$ cat src/hw/rtl/ota_image_receiver_top_defines.svh
// ----------------------------------------------------------------------------
// OTA image receiver assertion macros
// Shared concurrent assertion forms, clocked on clk and disabled in reset.
// ----------------------------------------------------------------------------
`ifndef OTA_IMAGE_RECEIVER_TOP_DEFINES_SVH
`define OTA_IMAGE_RECEIVER_TOP_DEFINES_SVH

// Same-cycle implication.
`define OTA_ASSERT_NOW(lbl, ante, cons, msg) \
  lbl: assert property (@(posedge clk) disable iff (rst) (ante) |-> (cons)) \
    else $error(msg);

// Next-cycle implication.
`define OTA_ASSERT_NEXT(lbl, ante, cons, msg) \
  lbl: assert property (@(posedge clk) disable iff (rst) (ante) |=> (cons)) \
    else $error(msg);

`endif

$ cat src/hw/rtl/ota_rx_pkg.sv
// ----------------------------------------------------------------------------
// OTA receiver package
// Field widths, codes, CRC constants and divider handshake types.
// ----------------------------------------------------------------------------
package ota_rx_pkg;

  localparam int OP_W     = 2;
  localparam int KIND_W   = 2;
  localparam int WORD_W   = 32;
  localparam int LEN_W    = 8;
  localparam int BYTE_W   = 8;
  localparam int STATUS_W = 3;
  localparam int LEVEL_W  = 6;
  localparam int TMO_W    = 16;
  localparam int IDLE_W   = 17;
  localparam int CIDX_W   = 1;

  // Divider: quotient never exceeds the progress scale (40), so 6 bits.
  localparam int QUOT_W = 6;
  localparam int NUM_W  = WORD_W + QUOT_W;

  localparam logic [LEN_W-1:0]    PAYLOAD_MAX   = 8'd192;
  localparam logic [WORD_W-1:0]   CRC_PRESET    = 32'hFFFF_FFFF;
  localparam logic [WORD_W-1:0]   CRC_POLY      = 32'hEDB8_8320;
  localparam logic [IDLE_W-1:0]   IDLE_MAX      = 17'h1_FFFF;
  localparam logic [TMO_W-1:0]    TIMEOUT_RESET = 16'd15000;
  localparam logic [LEVEL_W-1:0]  LEVEL_BASE    = 6'd8;

  typedef enum logic [OP_W-1:0] {
    OP_HEADER = 2'd0,
    OP_BYTE   = 2'd1,
    OP_TICK   = 2'd2
  } op_e;

  typedef enum logic [KIND_W-1:0] {
    KIND_BEGIN = 2'd0,
    KIND_DATA  = 2'd1,
    KIND_END   = 2'd2,
    KIND_OTHER = 2'd3
  } kind_e;

  typedef enum logic [STATUS_W-1:0] {
    ST_OK         = 3'd0,
    ST_BEGIN_FAIL = 3'd1,
    ST_NO_SESSION = 3'd2,
    ST_DATA_REJ   = 3'd3,
    ST_END_REJ    = 3'd4,
    ST_TIMEOUT    = 3'd5
  } status_e;

  typedef enum logic {
    EV_ACK     = 1'b0,
    EV_TIMEOUT = 1'b1
  } event_e;

  typedef enum logic [CIDX_W-1:0] {
    REG_NODE_ID = 1'b0,
    REG_TIMEOUT = 1'b1
  } reg_e;

  typedef struct packed {
    logic              start;
    logic [NUM_W-1:0]  num;
    logic [WORD_W-1:0] den;
  } div_req_t;

  typedef struct packed {
    logic              done;
    logic [QUOT_W-1:0] quot;
  } div_rsp_t;

endpackage

$ cat src/hw/rtl/ota_rx_if.sv
// ----------------------------------------------------------------------------
// OTA receiver channel interfaces
// Valid/ready channels for input items, result items and register writes.
// ----------------------------------------------------------------------------
interface ota_rx_in_if;
  logic                              valid;
  logic                              ready;
  logic [ota_rx_pkg::OP_W-1:0]       op;
  logic [ota_rx_pkg::KIND_W-1:0]     pkt_kind;
  logic [ota_rx_pkg::WORD_W-1:0]     dest_node;
  logic [ota_rx_pkg::WORD_W-1:0]     offset;
  logic [ota_rx_pkg::LEN_W-1:0]      payload_len;
  logic [ota_rx_pkg::WORD_W-1:0]     image_size;
  logic [ota_rx_pkg::WORD_W-1:0]     image_crc;
  logic                              storage_ok;
  logic [ota_rx_pkg::BYTE_W-1:0]     payload_byte;

  modport source (output valid, op, pkt_kind, dest_node, offset, payload_len,
                  image_size, image_crc, storage_ok, payload_byte, input ready);
  modport sink   (input valid, op, pkt_kind, dest_node, offset, payload_len,
                  image_size, image_crc, storage_ok, payload_byte, output ready);
endinterface

interface ota_rx_out_if;
  logic                              valid;
  logic                              ready;
  logic                              event_res;
  logic [ota_rx_pkg::STATUS_W-1:0]   status;
  logic [ota_rx_pkg::KIND_W-1:0]     echo_kind;
  logic [ota_rx_pkg::WORD_W-1:0]     ack_offset;
  logic [ota_rx_pkg::WORD_W-1:0]     bytes_written;
  logic [ota_rx_pkg::LEVEL_W-1:0]    progress_level;
  logic                              flash_abort;
  logic                              restart;

  modport source (output valid, event_res, status, echo_kind, ack_offset, bytes_written,
                  progress_level, flash_abort, restart, input ready);
  modport sink   (input valid, event_res, status, echo_kind, ack_offset, bytes_written,
                  progress_level, flash_abort, restart, output ready);
endinterface

interface ota_rx_cfg_if;
  logic                              valid;
  logic                              ready;
  logic [ota_rx_pkg::CIDX_W-1:0]     index;
  logic [ota_rx_pkg::WORD_W-1:0]     data;

  modport source (output valid, index, data, input ready);
  modport sink   (input valid, index, data, output ready);
endinterface

$ cat src/hw/rtl/ota_rx_div.sv
// ----------------------------------------------------------------------------
// OTA receiver progress divider
// Restoring divider, one quotient bit per cycle, for quotients below 64.
// ----------------------------------------------------------------------------
module ota_rx_div (
  input  logic                 clk,
  input  logic                 rst,
  input  ota_rx_pkg::div_req_t req,
  output ota_rx_pkg::div_rsp_t rsp
);

  localparam int CNT_W = $clog2(ota_rx_pkg::QUOT_W);

  logic [ota_rx_pkg::NUM_W-1:0]  rem;
  logic [ota_rx_pkg::NUM_W-1:0]  dsh;
  logic [ota_rx_pkg::QUOT_W-1:0] quot;
  logic [CNT_W-1:0]              cnt;
  logic                          busy;
  logic                          done;
  logic                          fits;

  assign fits     = (rem >= dsh);
  assign rsp.done = done;
  assign rsp.quot = quot;

  always_ff @(posedge clk) begin
    if (rst) begin
      busy <= 1'b0;
      done <= 1'b0;
      cnt  <= '0;
    end else begin
      done <= 1'b0;
      if (req.start) begin
        rem  <= req.num;
        // divisor aligned to the top quotient bit
        dsh  <= {{(ota_rx_pkg::NUM_W - ota_rx_pkg::WORD_W){1'b0}}, req.den}
                << (ota_rx_pkg::QUOT_W - 1);
        quot <= '0;
        cnt  <= CNT_W'(ota_rx_pkg::QUOT_W - 1);
        busy <= 1'b1;
      end else if (busy) begin
        if (fits) begin
          rem <= rem - dsh;
        end
        quot <= {quot[ota_rx_pkg::QUOT_W-2:0], fits};
        dsh  <= dsh >> 1;
        if (cnt == '0) begin
          busy <= 1'b0;
          done <= 1'b1;
        end else begin
          cnt <= cnt - 1'b1;
        end
      end
    end
  end

endmodule

$ cat src/hw/rtl/ota_image_receiver_top.sv
// ----------------------------------------------------------------------------
// OTA image receiver
// Session control, CRC-32 and progress for the receive side of an image transfer.
// ----------------------------------------------------------------------------
// One item is handled at a time. A payload byte that a data header announced
// passes through the accept cycle and eight steps of the bit-serial CRC-32
// register. An accepted data header passes through accept, divider load,
// six steps of the one-bit-per-cycle divider that forms the progress level,
// one step to collect the quotient and one to load the result register.
// Other headers and ticks that give a result pass through accept and result
// load; those that give none end at accept. The result sits in an output
// register, so the next item is taken while an earlier result still waits;
// an item whose own result is due holds in its final cycle until that
// register is free. Register writes are taken on every cycle and should
// only be made while the block is idle. There is no clearing pass after reset.
`include "ota_image_receiver_top_defines.svh"

module ota_image_receiver_top (
  input  logic                clk,
  input  logic                rst,
  ota_rx_cfg_if.sink          cfg,
  ota_rx_in_if.sink           rx,
  ota_rx_out_if.source        ack
);

  typedef enum logic [2:0] {
    S_IDLE,
    S_CRC,
    S_DIVGO,
    S_DIV,
    S_EMIT
  } state_t;

  typedef struct packed {
    logic                              event_res;
    logic [ota_rx_pkg::STATUS_W-1:0]   status;
    logic [ota_rx_pkg::KIND_W-1:0]     echo_kind;
    logic [ota_rx_pkg::WORD_W-1:0]     ack_offset;
    logic [ota_rx_pkg::WORD_W-1:0]     bytes_written;
    logic [ota_rx_pkg::LEVEL_W-1:0]    progress_level;
    logic                              flash_abort;
    logic                              restart;
  } res_t;

  // Registers
  logic [ota_rx_pkg::WORD_W-1:0] node_id;
  logic [ota_rx_pkg::TMO_W-1:0]  timeout_ms;

  // Session state
  logic                          session_open;
  logic [ota_rx_pkg::WORD_W-1:0] expected_size;
  logic [ota_rx_pkg::WORD_W-1:0] expected_crc;
  logic [ota_rx_pkg::WORD_W-1:0] written_count;
  logic [ota_rx_pkg::WORD_W-1:0] running_crc;
  logic [ota_rx_pkg::IDLE_W-1:0] idle_ms;
  logic [ota_rx_pkg::LEN_W-1:0]  bytes_left;

  state_t state;
  logic [2:0] bit_cnt;           // CRC bit step within a byte
  res_t pend;                    // result being built
  res_t out_res;                 // result on offer
  logic out_valid;

  ota_rx_pkg::div_req_t div_req;
  ota_rx_pkg::div_rsp_t div_rsp;

  // Decode of the item on offer
  logic                          accept;
  logic                          hdr_drop;
  logic                          begin_dup;
  logic                          begin_fail;
  logic                          data_dup;
  logic                          data_bad;
  logic                          end_ok;
  logic [ota_rx_pkg::WORD_W:0]   data_end;
  logic [ota_rx_pkg::WORD_W:0]   wr_sum;
  logic [ota_rx_pkg::IDLE_W-1:0] idle_inc;
  logic                          tick_expire;
  logic [ota_rx_pkg::WORD_W-1:0] crc_shift;
  logic                          emit_free;

  // --------------------------------------------------------------------------
  // Progress divider: written * 40 / size, quotient 0..40
  // --------------------------------------------------------------------------
  assign div_req.start = (state == S_DIVGO);
  assign div_req.num   = ({{(ota_rx_pkg::QUOT_W){1'b0}}, written_count} << 5)
                       + ({{(ota_rx_pkg::QUOT_W){1'b0}}, written_count} << 3);
  assign div_req.den   = expected_size;

  ota_rx_div u_div (
    .clk (clk),
    .rst (rst),
    .req (div_req),
    .rsp (div_rsp)
  );

  // --------------------------------------------------------------------------
  // Handshakes
  // --------------------------------------------------------------------------
  assign cfg.ready = 1'b1;
  assign rx.ready  = (state == S_IDLE);
  assign accept    = rx.valid && rx.ready;
  assign emit_free = !out_valid || ack.ready;

  assign ack.valid          = out_valid;
  assign ack.event_res      = out_res.event_res;
  assign ack.status         = out_res.status;
  assign ack.echo_kind      = out_res.echo_kind;
  assign ack.ack_offset     = out_res.ack_offset;
  assign ack.bytes_written  = out_res.bytes_written;
  assign ack.progress_level = out_res.progress_level;
  assign ack.flash_abort    = out_res.flash_abort;
  assign ack.restart        = out_res.restart;

  // --------------------------------------------------------------------------
  // Header checks; sums kept one bit wider so they never wrap
  // --------------------------------------------------------------------------
  always_comb begin
    hdr_drop   = (rx.dest_node != node_id) || (rx.payload_len > ota_rx_pkg::PAYLOAD_MAX);
    begin_dup  = session_open && (rx.image_size == expected_size)
              && (rx.image_crc == expected_crc) && (written_count == '0);
    begin_fail = (rx.image_size == '0) || !rx.storage_ok;
    data_end   = {1'b0, rx.offset} + {{(ota_rx_pkg::WORD_W + 1 - ota_rx_pkg::LEN_W){1'b0}},
                                      rx.payload_len};
    wr_sum     = {1'b0, written_count}
               + {{(ota_rx_pkg::WORD_W + 1 - ota_rx_pkg::LEN_W){1'b0}}, rx.payload_len};
    data_dup   = (rx.offset < written_count) && (data_end <= {1'b0, written_count});
    data_bad   = (rx.payload_len == '0) || (rx.offset != written_count)
              || (wr_sum > {1'b0, expected_size}) || !rx.storage_ok;
    end_ok     = (written_count == expected_size) && rx.storage_ok
              && ((expected_crc == '0) || ((running_crc ^ ota_rx_pkg::CRC_PRESET)
                                           == expected_crc));
    idle_inc   = (idle_ms == ota_rx_pkg::IDLE_MAX) ? idle_ms : idle_ms + 1'b1;
    tick_expire = session_open && (idle_inc > {1'b0, timeout_ms});
    crc_shift  = running_crc[0] ? ((running_crc >> 1) ^ ota_rx_pkg::CRC_POLY)
                                : (running_crc >> 1);
  end

  // --------------------------------------------------------------------------
  // Sequencer, session state and result registers
  // --------------------------------------------------------------------------
  always_ff @(posedge clk) begin
    if (rst) begin
      node_id       <= '0;
      timeout_ms    <= ota_rx_pkg::TIMEOUT_RESET;
      session_open  <= 1'b0;
      expected_size <= '0;
      expected_crc  <= '0;
      written_count <= '0;
      running_crc   <= ota_rx_pkg::CRC_PRESET;
      idle_ms       <= '0;
      bytes_left    <= '0;
      state         <= S_IDLE;
      bit_cnt       <= '0;
      out_valid     <= 1'b0;
    end else begin
      if (cfg.valid) begin
        unique case (cfg.index)
          ota_rx_pkg::REG_NODE_ID: node_id    <= cfg.data;
          ota_rx_pkg::REG_TIMEOUT: timeout_ms <= cfg.data[ota_rx_pkg::TMO_W-1:0];
        endcase
      end

      if (ack.ready) begin
        out_valid <= 1'b0;
      end

      unique case (state)
        S_IDLE: begin
          if (accept) begin
            // common result fields; the arms below fill the rest
            pend.event_res      <= ota_rx_pkg::EV_ACK;
            pend.status         <= ota_rx_pkg::ST_OK;
            pend.echo_kind      <= rx.pkt_kind;
            pend.ack_offset     <= rx.offset;
            pend.bytes_written  <= written_count;
            pend.progress_level <= '0;
            pend.flash_abort    <= 1'b0;
            pend.restart        <= 1'b0;
            unique case (rx.op)
              ota_rx_pkg::OP_BYTE: begin
                if (bytes_left != '0) begin
                  running_crc <= running_crc
                               ^ {{(ota_rx_pkg::WORD_W - ota_rx_pkg::BYTE_W){1'b0}},
                                  rx.payload_byte};
                  bytes_left  <= bytes_left - 1'b1;
                  bit_cnt     <= '0;
                  state       <= S_CRC;
                end
              end
              ota_rx_pkg::OP_TICK: begin
                idle_ms <= idle_inc;
                if (tick_expire) begin
                  session_open     <= 1'b0;
                  pend.event_res   <= ota_rx_pkg::EV_TIMEOUT;
                  pend.status      <= ota_rx_pkg::ST_TIMEOUT;
                  pend.echo_kind   <= ota_rx_pkg::KIND_BEGIN;
                  pend.ack_offset  <= '0;
                  pend.flash_abort <= 1'b1;
                  state            <= S_EMIT;
                end
              end
              ota_rx_pkg::OP_HEADER: begin
                bytes_left <= '0;
                if (!hdr_drop) begin
                  idle_ms <= '0;
                  if (rx.pkt_kind == ota_rx_pkg::KIND_BEGIN) begin
                    state <= S_EMIT;
                    if (!begin_dup) begin
                      pend.flash_abort <= session_open;
                      if (begin_fail) begin
                        session_open <= 1'b0;
                        pend.status  <= ota_rx_pkg::ST_BEGIN_FAIL;
                      end else begin
                        expected_size      <= rx.image_size;
                        expected_crc       <= rx.image_crc;
                        written_count      <= '0;
                        running_crc        <= ota_rx_pkg::CRC_PRESET;
                        session_open       <= 1'b1;
                        pend.bytes_written <= '0;
                      end
                    end
                  end else if (!session_open) begin
                    pend.status <= ota_rx_pkg::ST_NO_SESSION;
                    state       <= S_EMIT;
                  end else begin
                    priority case (rx.pkt_kind)
                      ota_rx_pkg::KIND_DATA: begin
                        if (data_dup) begin
                          state <= S_EMIT;
                        end else if (data_bad) begin
                          session_open     <= 1'b0;
                          pend.status      <= ota_rx_pkg::ST_DATA_REJ;
                          pend.flash_abort <= 1'b1;
                          state            <= S_EMIT;
                        end else begin
                          written_count      <= wr_sum[ota_rx_pkg::WORD_W-1:0];
                          pend.bytes_written <= wr_sum[ota_rx_pkg::WORD_W-1:0];
                          bytes_left         <= rx.payload_len;
                          state              <= S_DIVGO;
                        end
                      end
                      ota_rx_pkg::KIND_END: begin
                        state <= S_EMIT;
                        if (!end_ok) begin
                          session_open     <= 1'b0;
                          pend.status      <= ota_rx_pkg::ST_END_REJ;
                          pend.flash_abort <= 1'b1;
                        end else begin
                          // image good: back to the reset session
                          pend.restart  <= 1'b1;
                          session_open  <= 1'b0;
                          expected_size <= '0;
                          expected_crc  <= '0;
                          written_count <= '0;
                          running_crc   <= ota_rx_pkg::CRC_PRESET;
                        end
                      end
                      default: begin
                        // other header inside a session: only idle time and bytes_left cleared, no result
                      end
                    endcase
                  end
                end
              end
              default: begin
              end
            endcase
          end
        end

        S_CRC: begin
          running_crc <= crc_shift;
          bit_cnt     <= bit_cnt + 1'b1;
          if (bit_cnt == 3'd7) begin
            state <= S_IDLE;
          end
        end

        S_DIVGO: begin
          state <= S_DIV;
        end

        S_DIV: begin
          if (div_rsp.done) begin
            pend.progress_level <= ota_rx_pkg::LEVEL_BASE + div_rsp.quot;
            state               <= S_EMIT;
          end
        end

        S_EMIT: begin
          if (emit_free) begin
            out_res   <= pend;
            out_valid <= 1'b1;
            state     <= S_IDLE;
          end
        end

        default: begin
          state <= S_IDLE;
        end
      endcase
    end
  end

  // --------------------------------------------------------------------------
  // Checks
  // --------------------------------------------------------------------------
  `OTA_ASSERT_NOW(a_open_has_size, session_open, expected_size != '0,
                  "open session with zero size")
  `OTA_ASSERT_NOW(a_written_in_range, session_open, written_count <= expected_size,
                  "written count beyond image size")
  `OTA_ASSERT_NOW(a_level_range, out_valid && (out_res.progress_level != '0),
                  (out_res.progress_level >= ota_rx_pkg::LEVEL_BASE)
                  && (out_res.progress_level <= 6'd48),
                  "progress level out of range")
  `OTA_ASSERT_NEXT(a_div_flow, state == S_DIV, (state == S_DIV) || (state == S_EMIT),
                   "divider wait left without a result")

endmodule
$ cat src/flat_wrapper.sv
// flat-port wrapper written by rule: the top's interface ports become plain ports
module ota_image_receiver_top_flat 
  (clk, rst, cfg_valid, cfg_index, cfg_data, cfg_ready, rx_valid, rx_op, rx_pkt_kind, rx_dest_node, rx_offset, rx_payload_len, rx_image_size, rx_image_crc, rx_storage_ok, rx_payload_byte, rx_ready, ack_valid, ack_event_res, ack_status, ack_echo_kind, ack_ack_offset, ack_bytes_written, ack_progress_level, ack_flash_abort, ack_restart, ack_ready);
  ota_rx_cfg_if cfg_i ();
  ota_rx_in_if rx_i ();
  ota_rx_out_if ack_i ();
  input  logic clk;
  input  logic rst;
  input wire logic [$bits(cfg_i.valid)-1:0] cfg_valid;
  input wire logic [$bits(cfg_i.index)-1:0] cfg_index;
  input wire logic [$bits(cfg_i.data)-1:0] cfg_data;
  output wire logic [$bits(cfg_i.ready)-1:0] cfg_ready;
  input wire logic [$bits(rx_i.valid)-1:0] rx_valid;
  input wire logic [$bits(rx_i.op)-1:0] rx_op;
  input wire logic [$bits(rx_i.pkt_kind)-1:0] rx_pkt_kind;
  input wire logic [$bits(rx_i.dest_node)-1:0] rx_dest_node;
  input wire logic [$bits(rx_i.offset)-1:0] rx_offset;
  input wire logic [$bits(rx_i.payload_len)-1:0] rx_payload_len;
  input wire logic [$bits(rx_i.image_size)-1:0] rx_image_size;
  input wire logic [$bits(rx_i.image_crc)-1:0] rx_image_crc;
  input wire logic [$bits(rx_i.storage_ok)-1:0] rx_storage_ok;
  input wire logic [$bits(rx_i.payload_byte)-1:0] rx_payload_byte;
  output wire logic [$bits(rx_i.ready)-1:0] rx_ready;
  output wire logic [$bits(ack_i.valid)-1:0] ack_valid;
  output wire logic [$bits(ack_i.event_res)-1:0] ack_event_res;
  output wire logic [$bits(ack_i.status)-1:0] ack_status;
  output wire logic [$bits(ack_i.echo_kind)-1:0] ack_echo_kind;
  output wire logic [$bits(ack_i.ack_offset)-1:0] ack_ack_offset;
  output wire logic [$bits(ack_i.bytes_written)-1:0] ack_bytes_written;
  output wire logic [$bits(ack_i.progress_level)-1:0] ack_progress_level;
  output wire logic [$bits(ack_i.flash_abort)-1:0] ack_flash_abort;
  output wire logic [$bits(ack_i.restart)-1:0] ack_restart;
  input wire logic [$bits(ack_i.ready)-1:0] ack_ready;
  assign cfg_i.valid = cfg_valid;
  assign cfg_i.index = cfg_index;
  assign cfg_i.data = cfg_data;
  assign cfg_ready = cfg_i.ready;
  assign rx_i.valid = rx_valid;
  assign rx_i.op = rx_op;
  assign rx_i.pkt_kind = rx_pkt_kind;
  assign rx_i.dest_node = rx_dest_node;
  assign rx_i.offset = rx_offset;
  assign rx_i.payload_len = rx_payload_len;
  assign rx_i.image_size = rx_image_size;
  assign rx_i.image_crc = rx_image_crc;
  assign rx_i.storage_ok = rx_storage_ok;
  assign rx_i.payload_byte = rx_payload_byte;
  assign rx_ready = rx_i.ready;
  assign ack_valid = ack_i.valid;
  assign ack_event_res = ack_i.event_res;
  assign ack_status = ack_i.status;
  assign ack_echo_kind = ack_i.echo_kind;
  assign ack_ack_offset = ack_i.ack_offset;
  assign ack_bytes_written = ack_i.bytes_written;
  assign ack_progress_level = ack_i.progress_level;
  assign ack_flash_abort = ack_i.flash_abort;
  assign ack_restart = ack_i.restart;
  assign ack_i.ready = ack_ready;
  ota_image_receiver_top u_core (.clk(clk), .rst(rst), .cfg(cfg_i), .rx(rx_i), .ack(ack_i));
endmodule
$ cat config.mk
export PLATFORM = sky130hd
export DESIGN_NAME = ota_image_receiver_top_flat
export DESIGN_NICKNAME = d
export VERILOG_FILES = /design/src/hw/rtl/ota_rx_pkg.sv /design/src/hw/rtl/ota_rx_if.sv /design/src/hw/rtl/ota_rx_div.sv /design/src/hw/rtl/ota_image_receiver_top.sv /design/src/flat_wrapper.sv
export VERILOG_INCLUDE_DIRS = /design/src /design/src/hw/rtl
export SDC_FILE = /design/constraint.sdc
export NUM_CORES = 1
export LEC_CHECK = 0
export ABC_CLOCK_PERIOD_IN_PS = 5300
export BUFFER_PORTS_ARGS = -buffer_cell sky130_fd_sc_hd__buf_2
export CAP_MARGIN = 20
export CORE_ASPECT_RATIO = 0.9
export CORE_UTILIZATION = 40
export DETAILED_ROUTE_END_ITERATION = 12
export HOLD_SLACK_MARGIN = 0.1
export PLACE_DENSITY_LB_ADDON = 0.12
export SYNTH_ARGS = -nofsm -noshare
export SYNTH_HDL_FRONTEND = slang
export SYNTH_SLANG_ARGS = --single-unit
export TNS_END_PERCENT = 30
$ cat constraint.sdc
create_clock -name clk -period 5.3 [get_ports clk]
set_input_delay 0.53 -clock clk [delete_from_list [all_inputs] [get_ports clk]]
set_output_delay 0.53 -clock clk [all_outputs]
set_load 0.02 [all_outputs]
# Word level (Yosys, flattened, before mapping)
# Index checks and enable logic that the tools add are counted.
# op_classes
n_addsub	9
n_lt_le_gt_ge	6
n_eq_ne	41
mux	117
n_bitwise	11
n_reduce_logical	56
# op_table
op	count
2-to-1 mux 32 bit	30
case mux 32 bit (2 select lines)	3
2-to-1 mux 38 bit	4
equality test 32 bit	4
logical NOT 32 bit	3
2-to-1 mux 37 bit	2
2-to-1 mux 3 bit	23
adder 32 x 8 -> 33 bit	2
2-to-1 mux 8 bit	8
inequality test 32 bit	2
adder 37 x 35 -> 38 bit	1
>= comparator 38 x 37 -> 1 bit	1
subtractor 38 x 37 -> 38 bit	1
2-to-1 mux 17 bit	2
2-to-1 mux 34 bit	1
case mux 17 bit (2 select lines)	1
greater-than comparator 33 x 32 -> 1 bit	1
<= comparator 33 x 32 -> 1 bit	1
less-than comparator 32 bit	1
NOT 32 bit	1
XOR 32 x 8 -> 32 bit	1
2-to-1 mux 1 bit	26
inequality test 4 bit (second input constant)	6
case mux 3 bit (2 select lines)	4
other kinds (46)	111
# word_totals
regBits	451
input_bits	187
out_inout_bits	81
wordCells	276

# Longest topological paths before layout
# Gate-level depths: netlist (run 1).
# logic_depth
word_depth	13
mapped_depth	25
ltp_nobuf	22

# Modules after synthesis
# From an unflattened synthesis (run 1), not the netlist that was laid out.
# unflattened
cells_unflattened	3062
hier_area_um2	27970.6
# modules_own_cells
module	n_inst	cells_per_inst	area_each_um2	seq_area_each_um2
ota_image_receiver_top	1	2447	22313.9	8868.5
ota_rx_div	1	615	5656.7	2532.4

# Worst setup path after synthesis (run 1)
# OpenSTA, ideal clock, no wires.
# synth_path
path_kind	in2reg
start	input rx_payload_len[1]
end	register u_core.pend[38] (netlist name) (data pin)
setup_time_ns	0.256
arrival_ns	4.885
t_required_ns	5.044
path_slack_ns	0.159
cell_stages	21
path_buffers	1
path_cell_list	ha_1 a21o_1 a21oi_1 o21ai_1 a21o_1 a31o_2 nor4b_1 nor3b_1 xnor2_1 ha_1 nand4_1 or2_2 nor3_1 nand4b_1 a21oi_1 a31oi_1 nor2_4 nand2_2 a21o_1 buf_2 a22o_1
# synth_between
elab_chain_len	11
word_cells_on_any_way	18
classes_between	2 x add/sub; 3 x order compare; 7 x mux; 6 x reduce/logical
# synth_rtl
item	line_no	rtl
start: declaration	flat_wrapper.sv:18	input wire logic [$bits(rx_i.payload_len)-1:0] rx_payload_len;
adder 32 x 8 -> 33 bit or logical NOT 8 bit (tied branches)	ota_image_receiver_top.sv:126, ota_image_receiver_top.sv:128	
greater-than comparator 33 x 32 -> 1 bit or logical OR 1 bit (tied branches)	ota_image_receiver_top.sv:129, ota_image_receiver_top.sv:128	
logical OR 1 bit (2 in series)	ota_image_receiver_top.sv:129	|| (wr_sum > {1'b0, expected_size}) || !rx.storage_ok;
2-to-1 mux 32 bit	--	
2-to-1 mux 32 bit	ota_image_receiver_top.sv:229	if (data_dup) begin
2-to-1 mux 32 bit	ota_image_receiver_top.sv:227	priority case (rx.pkt_kind)
2-to-1 mux 32 bit	ota_image_receiver_top.sv:223	end else if (!session_open) begin
2-to-1 mux 32 bit	ota_image_receiver_top.sv:207	if (rx.pkt_kind == ota_rx_pkg::KIND_BEGIN) begin
2-to-1 mux 32 bit (*)	ota_image_receiver_top.sv:205	if (!hdr_drop) begin
2-to-1 mux 32 bit (*)	ota_image_receiver_top.sv:180	unique case (rx.op)
end: declaration	ota_image_receiver_top.sv:60	res_t pend;
# Mark *: on every way between the ends. The rest lies on a longest branch, timed or not.
# A chain may end at the register's enable or synchronous reset.

# Worst setup path in the final report (run 1)
# layout_path
start	register u_core.written_count[0] (netlist name)
end	register u_core.pend[32] (netlist name) (data pin)
# layout_between
elab_chain_len	11
word_cells_on_any_way	19
classes_between	1 x add/sub; 3 x order compare; 1 x eq/ne; 8 x mux; 6 x reduce/logical
# layout_rtl
item	line_no	rtl
start: declaration	ota_image_receiver_top.sv:53	logic [ota_rx_pkg::WORD_W-1:0] written_count;
start signal: assignment	ota_image_receiver_top.sv:237	written_count <= wr_sum[ota_rx_pkg::WORD_W-1:0];
adder 32 x 8 -> 33 bit or inequality test 32 bit (tied branches)	ota_image_receiver_top.sv:126, ota_image_receiver_top.sv:128	
greater-than comparator 33 x 32 -> 1 bit or logical OR 1 bit (tied branches)	ota_image_receiver_top.sv:129, ota_image_receiver_top.sv:128	
logical OR 1 bit (2 in series)	ota_image_receiver_top.sv:129	
2-to-1 mux 32 bit	--	
2-to-1 mux 32 bit	ota_image_receiver_top.sv:229	
2-to-1 mux 32 bit	ota_image_receiver_top.sv:227	
2-to-1 mux 32 bit	ota_image_receiver_top.sv:223	
2-to-1 mux 32 bit (*)	ota_image_receiver_top.sv:207	
2-to-1 mux 32 bit (*)	ota_image_receiver_top.sv:205	
2-to-1 mux 32 bit (*)	ota_image_receiver_top.sv:180	
# Marked as above.

==> reports/metrics.cfg, run 1 <==
[power]
power_leakage_uw=0.0133
swShare=0.245
seq_power_share=0.443
ir_worst_vdd_mv=0.233
p_int_uw=6490
p_per_area_nw_per_um2=261
clock_power_share=0.466
finalPower_uw=8600
p_sw_uw=2110
power_frac_comb=0.091

[floorplan]
pin_count=268
die_height_um=251
die_w_um=279
placementRows=91
start_util=0.404
fp.coreArea_um2=68400
die-area_um2=70200

[clock_tree]
cts_num_sinks=451
cts_htree_levels=2
clkLatencyLatePin_ns=0.63
cts_tree=built
clock-root-buffer=clkbuf_16
clk_path_buf_depth=3
clk_pin_slew_worst_paths_ns=0.06
cts_buffers=52

[yosys]
syn-num-nets=3435
synthFlopType=edfxtp_1
synth.yosys.seq_area_share=0.412
mappedNetlistArea_um2=27700
synth-edff-count=237
syn_area_per_cell_um2=9.11
yosys_warnings=0
async_reset_ff_frac=0
synth.distinct_cells=81
ys_seq_elements=451
synth_cells=3037

[route]
viasPerCell=5.70
wl_um=95300
detail-route-antenna-nets=0
vias=24700
drc=0
first_iter_violations=2162
wl_per_cell_um=22.0
drtPass1Iterations=6

[placement]
place.gp.congestion=0.948
dpl_cell_area_um2=30800
dpl.cell_count=4232
portBuffers=266
hpwl_um=71900

[grt]
globalRouteTotalUtil=0.267
antenna_found_initial=8
grt_max_degree=96
grt_pass1_wl_um=145000
grt_pass1_vias=24200
gr-total-overflow=0

[timing]
max_slew_margin=0.270
hold_viol_final=0
setup_violations=0
grt_setup_unrepaired=no
fin_crit_sh=0.958
fmax_mhz=197
layout_min_cycle_time_ns=5.08
slew_violations=0
fin_skew_ns=0.0389
worst_pin_slew_ns=1.10

[status]
outcome=completed

[final_layout]
nNetsFinal=3757
layout_common_cells=nand2_1 (304), buf_2 (266), a21oi_1 (238)
design_area_um2=32900
final_common_cell=nand2_1
syn_to_final_growth_pct=19.1
fin_cells=4337
drive_gt1_frac=0.170

[worst_setup_path]
r2r_cells=23
timing.rr.end=u_core.pend[32]
path_class=flip-flop to flip-flop
arrival_ns=5.41
reg2reg_slack_ns=0.22
path_max_fanout=9
cp.required_ns=5.63
critPathLaunchType=flip-flop
end_kind=flip-flop
r2r_start=u_core.written_count[0]

[job]
cap_violations=0

[min_path]
min_to=u_core.node_id[19]
worstHoldPathType=input pin to flip-flop
min_path_cells=3
min-delay-start=cfg_data[19]

## metal layers
metal / part of all wire / vias to the layer above / global-route usage
li1: - / 11700 / -
met1: 0.44 / 12000 / 0.363
met2: 0.46 / 881 / 0.440
met3: 0.068 / 137 / 0.0410
met4: 0.026 / 4 / 0.0766
met5: 0.00026 / - / 0
## power by group through the flow
| stage | clock network [uW] | logic, uW | registers [uW] |
|---|---|---|---|
| final | 4010 | 783 | 3810 |
| after global routing | 4210 | 869 | 3820 |
| after floorplan | 0 | 459 | 3880 |
| after CTS | 4090 | 775 | 3810 |
| after global placement | 0 | 749 | 3890 |
| after detailed placement | 0 | 768 | 3890 |
## layout make-up
cell class | instances | area [um^2]
inverter | 163 | 612
sequential | 451 | 11400
fill | 6588 | 35500
tap | 930 | 1160
clock buffer | 65 | 1450
clock inverter | 33 | 449
multi-input combinational | 2273 | 15200
timing repair buffer | 418 | 2610
antenna | 4 | 10.0
## repair_timing
item	in CTS	in global routing
endpoints found under the setup margin	17	78
pin swaps	0	7
resized for setup	3	32
gates cloned	0	0
buffers inserted	0	0
hold endpoints to repair	1	0
hold buffers	1	0
## Yosys cell counts, drive strengths merged (17+ instances only)
cell type    n  share of area
xor2       143          0.045
o21ai      175          0.032
nand4       85          0.019
inv        163          0.022
nand2b      26         0.0059
a22o        25         0.0079
ha         207          0.094
nor2b       52          0.012
dfxtp      214           0.15
a21o        87          0.024
a22oi       17         0.0046
a211oi      17         0.0048
buf         48         0.0089
nand3      110          0.020
and2        22         0.0050
xnor2      143          0.045
nand2      306          0.042
nor2       171          0.024
and3        23         0.0052
o31ai       28         0.0076
a21oi      244          0.044
nor3        81          0.015
clkbuf     102          0.014
edfxtp     237           0.26
a31oi       48          0.011
nor4        56          0.013
## cells by family (layout without fill, tap and decap cells)
family	count (synthesis)	in the layout	synth area share
and+or+nand+nor	994	994	0.177
DFF	451	451	0.412
muxes	6	6	0.00226
adders and majority gates	211	211	0.0965
buffers and inverters	313	679	0.0449
xor gates and xnor gates	286	286	0.0906
AOI/OAI and AO/OA	775	775	0.176
other	1	5	0.000136
## worst max-delay path, cell delays in order (launching register included)
cell and delay, ns:
dfxtp_1 0.35, ha_1 0.23, fa_1 0.42, a21o_1 0.19, a21oi_2 0.20, o21bai_2 0.11, a2111oi_4 0.32, buf_4 0.19
nor3_2 0.06, buf_4 0.16, buf_4 0.13, nand3_1 0.12, nor3_2 0.07, xnor2_1 0.27, ha_1 0.33, a21oi_2 0.16
buf_4 0.12, nor2_1 0.04, nor4_2 0.29, a31oi_2 0.14, nor2_1 0.13, buf_6 0.17, nand2_4 0.10, o41ai_1 0.46
## state kept, by name (all words and copies together) (netlist names), 8 cells and up
name	cells
u_core.idle_ms	17
u_core.written_count	32
u_core.ack.bytes_written	32
u_core.u_div.dsh	37
u_core.running_crc	32
u_core.node_id	32
u_core.expected_size	32
u_core.timeout_ms	16
u_core.bytes_left	8
u_core.u_div.rem	38
u_core.expected_crc	32
u_core.ack.ack_offset	32
u_core.pend	78
## per-stage QoR
stage	hold slack [ns]	setup WS (ns)	setup TNS, ns	util
after floorplan	0.400	0.159	0	-
after global placement	0.402	-0.240	-10.94	0.450
after detailed placement	0.405	-0.381	-19.89	0.450
after CTS	0.105	-0.0250	-0.0826	0.479
after global routing	0.133	0.0235	0	0.481
final	0.147	0.220	0	0.481
## worst max path at each step
| stage | start | to | slack [ns] | cells after the start |
|---|---|---|---|---|
| after floorplan | rx_payload_len[1] | u_core.pend[38] | 0.16 | 21 |
| after global placement | rx_payload_len[0] | u_core.pend[9] | -0.24 | 24 |
| final | u_core.written_count[0] | u_core.pend[32] | 0.22 | 23 |
| after global routing | rx_payload_len[0] | u_core.written_count[26] | 0.02 | 25 |
| after CTS | u_core.written_count[0] | u_core.pend[12] | -0.02 | 23 |
| after detailed placement | rx_payload_len[0] | u_core.pend[12] | -0.38 | 24 |
Note: power is estimated with default switching activity, not from simulation.
==> run 2, diff against run 1 <==
MAX_ROUTING_LAYER = met4   (was not set)
==> run 2 against run 1 <==
Net effect:
- die area did not move
- combinational power about the same
- first-iteration DRC count fell by 3.6%
- register-to-register slack is essentially flat
- via count decreased by 0.33%
- fmax rose by 0.29%
- worst hold slack improved by 0.0071 ns
- final area shrank 0.38%
- critical endpoint is now u_core.written_count[4]
- largest cell class unchanged
- highest routed layer is now met4
==> reports/metrics.cfg, run 2 (synthesized netlist as in run 1, its figures left out) <==
[timing]
max_slew_margin=0.268  ; -0.00178
setup_violations=0  ; unchanged
fin_crit_sh=0.956  ; -0.00280
slew_violations=0  ; unchanged
worst_pin_slew_ns=1.10  ; -0.000404 ns
fmax_mhz=197  ; +0.29%
fin_skew_ns=0.0281  ; -0.0109 ns
layout_min_cycle_time_ns=5.06  ; -0.0149 ns
whs_ns=0.154  ; +0.00705 ns
hold_viol_final=0  ; unchanged

[final_layout]
design_area_um2=32800  ; -0.38%
fin_cells=4358  ; +0.48%
top_regs=u_core.pend (78), u_core.u_div.rem (38), u_core.u_div.dsh (37)
syn_to_final_growth_pct=18.6
final_common_cell=nand2_1
largest_reg_flops=78  ; unchanged
fillers=6591  ; +0.046%
regMostFlops=u_core.pend
layout_common_cells=nand2_1 (304), buf_2 (266), a21oi_1 (240)
drive_gt1_frac=0.171  ; +0.00135
nNetsFinal=3781  ; +0.64%
fin_util=0.479  ; -0.00183

[clock_tree]
clk_pin_slew_worst_paths_ns=0.06  ; about the same
cts_htree_levels=2  ; unchanged
cts_tree=built
clk_path_buf_depth=3  ; unchanged
cts_num_sinks=451  ; unchanged
cts-hold-fix-buffers=0  ; -1
clkLatencyLatePin_ns=0.62  ; about the same
cts_buffers=51  ; -1.9%
clock-root-buffer=clkbuf_16

[placement]
place.gp.congestion=0.957  ; +0.95%
hpwl_um=73000  ; +1.5%
dpl.cell_count=4258  ; +0.61%
dpl_cell_area_um2=31000  ; +0.53%
portBuffers=266  ; unchanged

[worst_setup_path]
arrival_ns=5.56  ; +0.15 ns
cp_slowest_cell=fa_1
cp.required_ns=5.79  ; +0.16 ns
worstPathCellList=ha_1 -> fa_1 -> a21o_1 -> a21oi_2 -> o21bai_2 -> a2111oi_4 -> buf_4 -> nor3_2 -> and3_1 -> xnor2_1 -> ha_1 -> a21o_1 -> a21o_1 -> a21oi_1 -> o22ai_1 -> a2111oi_4 -> a31oi_4 -> nor2_4 -> nand2_2 -> buf_4 -> a21o_2 -> a22o_1
path_max_fanout=10  ; +1
end_kind=flip-flop
critPathBufInv=2  ; -3
slowest_delay_ns=0.42  ; -0.04 ns
critPathMostFrequentCell=a21o_1
critPathLaunchType=flip-flop
worst_path_dominant_cell_family=compound AO/OA/AOI/OAI gates
path_class=flip-flop to flip-flop

[route]
drtPass1Iterations=5  ; -1
wl_per_cell_um=22.1  ; +0.82%
drc=0  ; unchanged
wl_um=96500  ; +1.3%
detail-route-antenna-nets=0  ; unchanged
vias=24600  ; -0.33%
first_iter_violations=2084  ; -3.6%
viasPerCell=5.65  ; -0.81%

[job]
cap_violations=0  ; unchanged

[grt]
globalRouteTotalUtil=0.278  ; +0.0109
grt_pass1_wl_um=145000  ; -0.11%
gr-total-overflow=0  ; unchanged
grt_max_degree=82  ; -15%
grt_pass1_vias=23900  ; -1.3%
antenna_found_initial=9  ; +1

[floorplan]
die-area_um2=70200  ; unchanged
pin_count=268  ; unchanged
start_util=0.404  ; unchanged
die_height_um=251  ; unchanged
placementRows=91  ; unchanged
die_w_um=279  ; unchanged
fp.coreArea_um2=68400  ; unchanged

[min_path]
worstHoldPathType=input pin to flip-flop

[power]
power_leakage_uw=0.0132  ; -0.18%
p_per_area_nw_per_um2=252  ; -3.7%
finalPower_uw=8250  ; -4.1%
ir_worst_vdd_mv=0.235  ; +1.2%

[status]
outcome=completed

[run 2: changes by cell type in the layout (fill, tap and decap cells not counted), sizes merged]
cell and change:
buf +26, bufinv -7, clkinvlp +2, clkbuf +13
clkinv -13, dlygate4sd3 -1, diode +1
[run 2: tightest hold or removal path, stage by stage]
cell,delay (ns)
buf_2,0.09
nand2_1,0.04
a21oi_1,0.05
[run 2: final timing paths]
check | from | endpoint | slack (ns) | cells after the start
max | u_core.written_count[0] | u_core.written_count[4] | 0.24 | 22
max reg2reg | u_core.written_count[0] | u_core.written_count[4] | 0.24 | 22
min | cfg_data[16] | u_core.node_id[16] | 0.15 | 3
min reg2reg | u_core.pend[35] | u_core.ack.bytes_written[27] | 0.42 | 0
[run 2: power breakdown]
group	internal, uW	leakage [uW]	switching, uW
Sequential	3750	0.00393	61.6
Clock	2110	0.000825	1550
Combinational	307	0.00848	474
Total	6170	0.0132	2080
[run 2: area by class of cell]
class / count / area [um^2] / share of cell area
clock inverters: 15 / 178 / 0.00542
repair buffers: 443 / 2740 / 0.0836
flip-flops and latches: 451 / 11400 / 0.348
clock buffers: 78 / 1510 / 0.0460
multi-input cells: 2273 / 15200 / 0.463
inverters: 163 / 612 / 0.0187
well taps: 930 / 1160 / 0.0355
diodes: 5 / 12.5 / 0.000381
[run 2: stage by stage]
stage	worst slack (ns)	TNS [ns]
floorplan	0.159	0
global placement	-0.251	-9.47
detailed placement	-0.403	-17.30
finish	0.235	0
global route	-0.0268	-0.0521
CTS	0.0615	0
[run 2: layer usage]
metal	global-route usage	vias up	share of wire
met1	0.370	11900	0.45
li1	-	11700	-
met5	-	-	0
met2	0.429	818	0.46
met4	0.0821	0	0.027
met3	0.0544	149	0.071
[run 2: repair_timing]
item,in CTS,in global routing
setup endpoints to repair,1,74
gates resized for setup,1,25
pin swaps,0,3
setup buffers,0,0
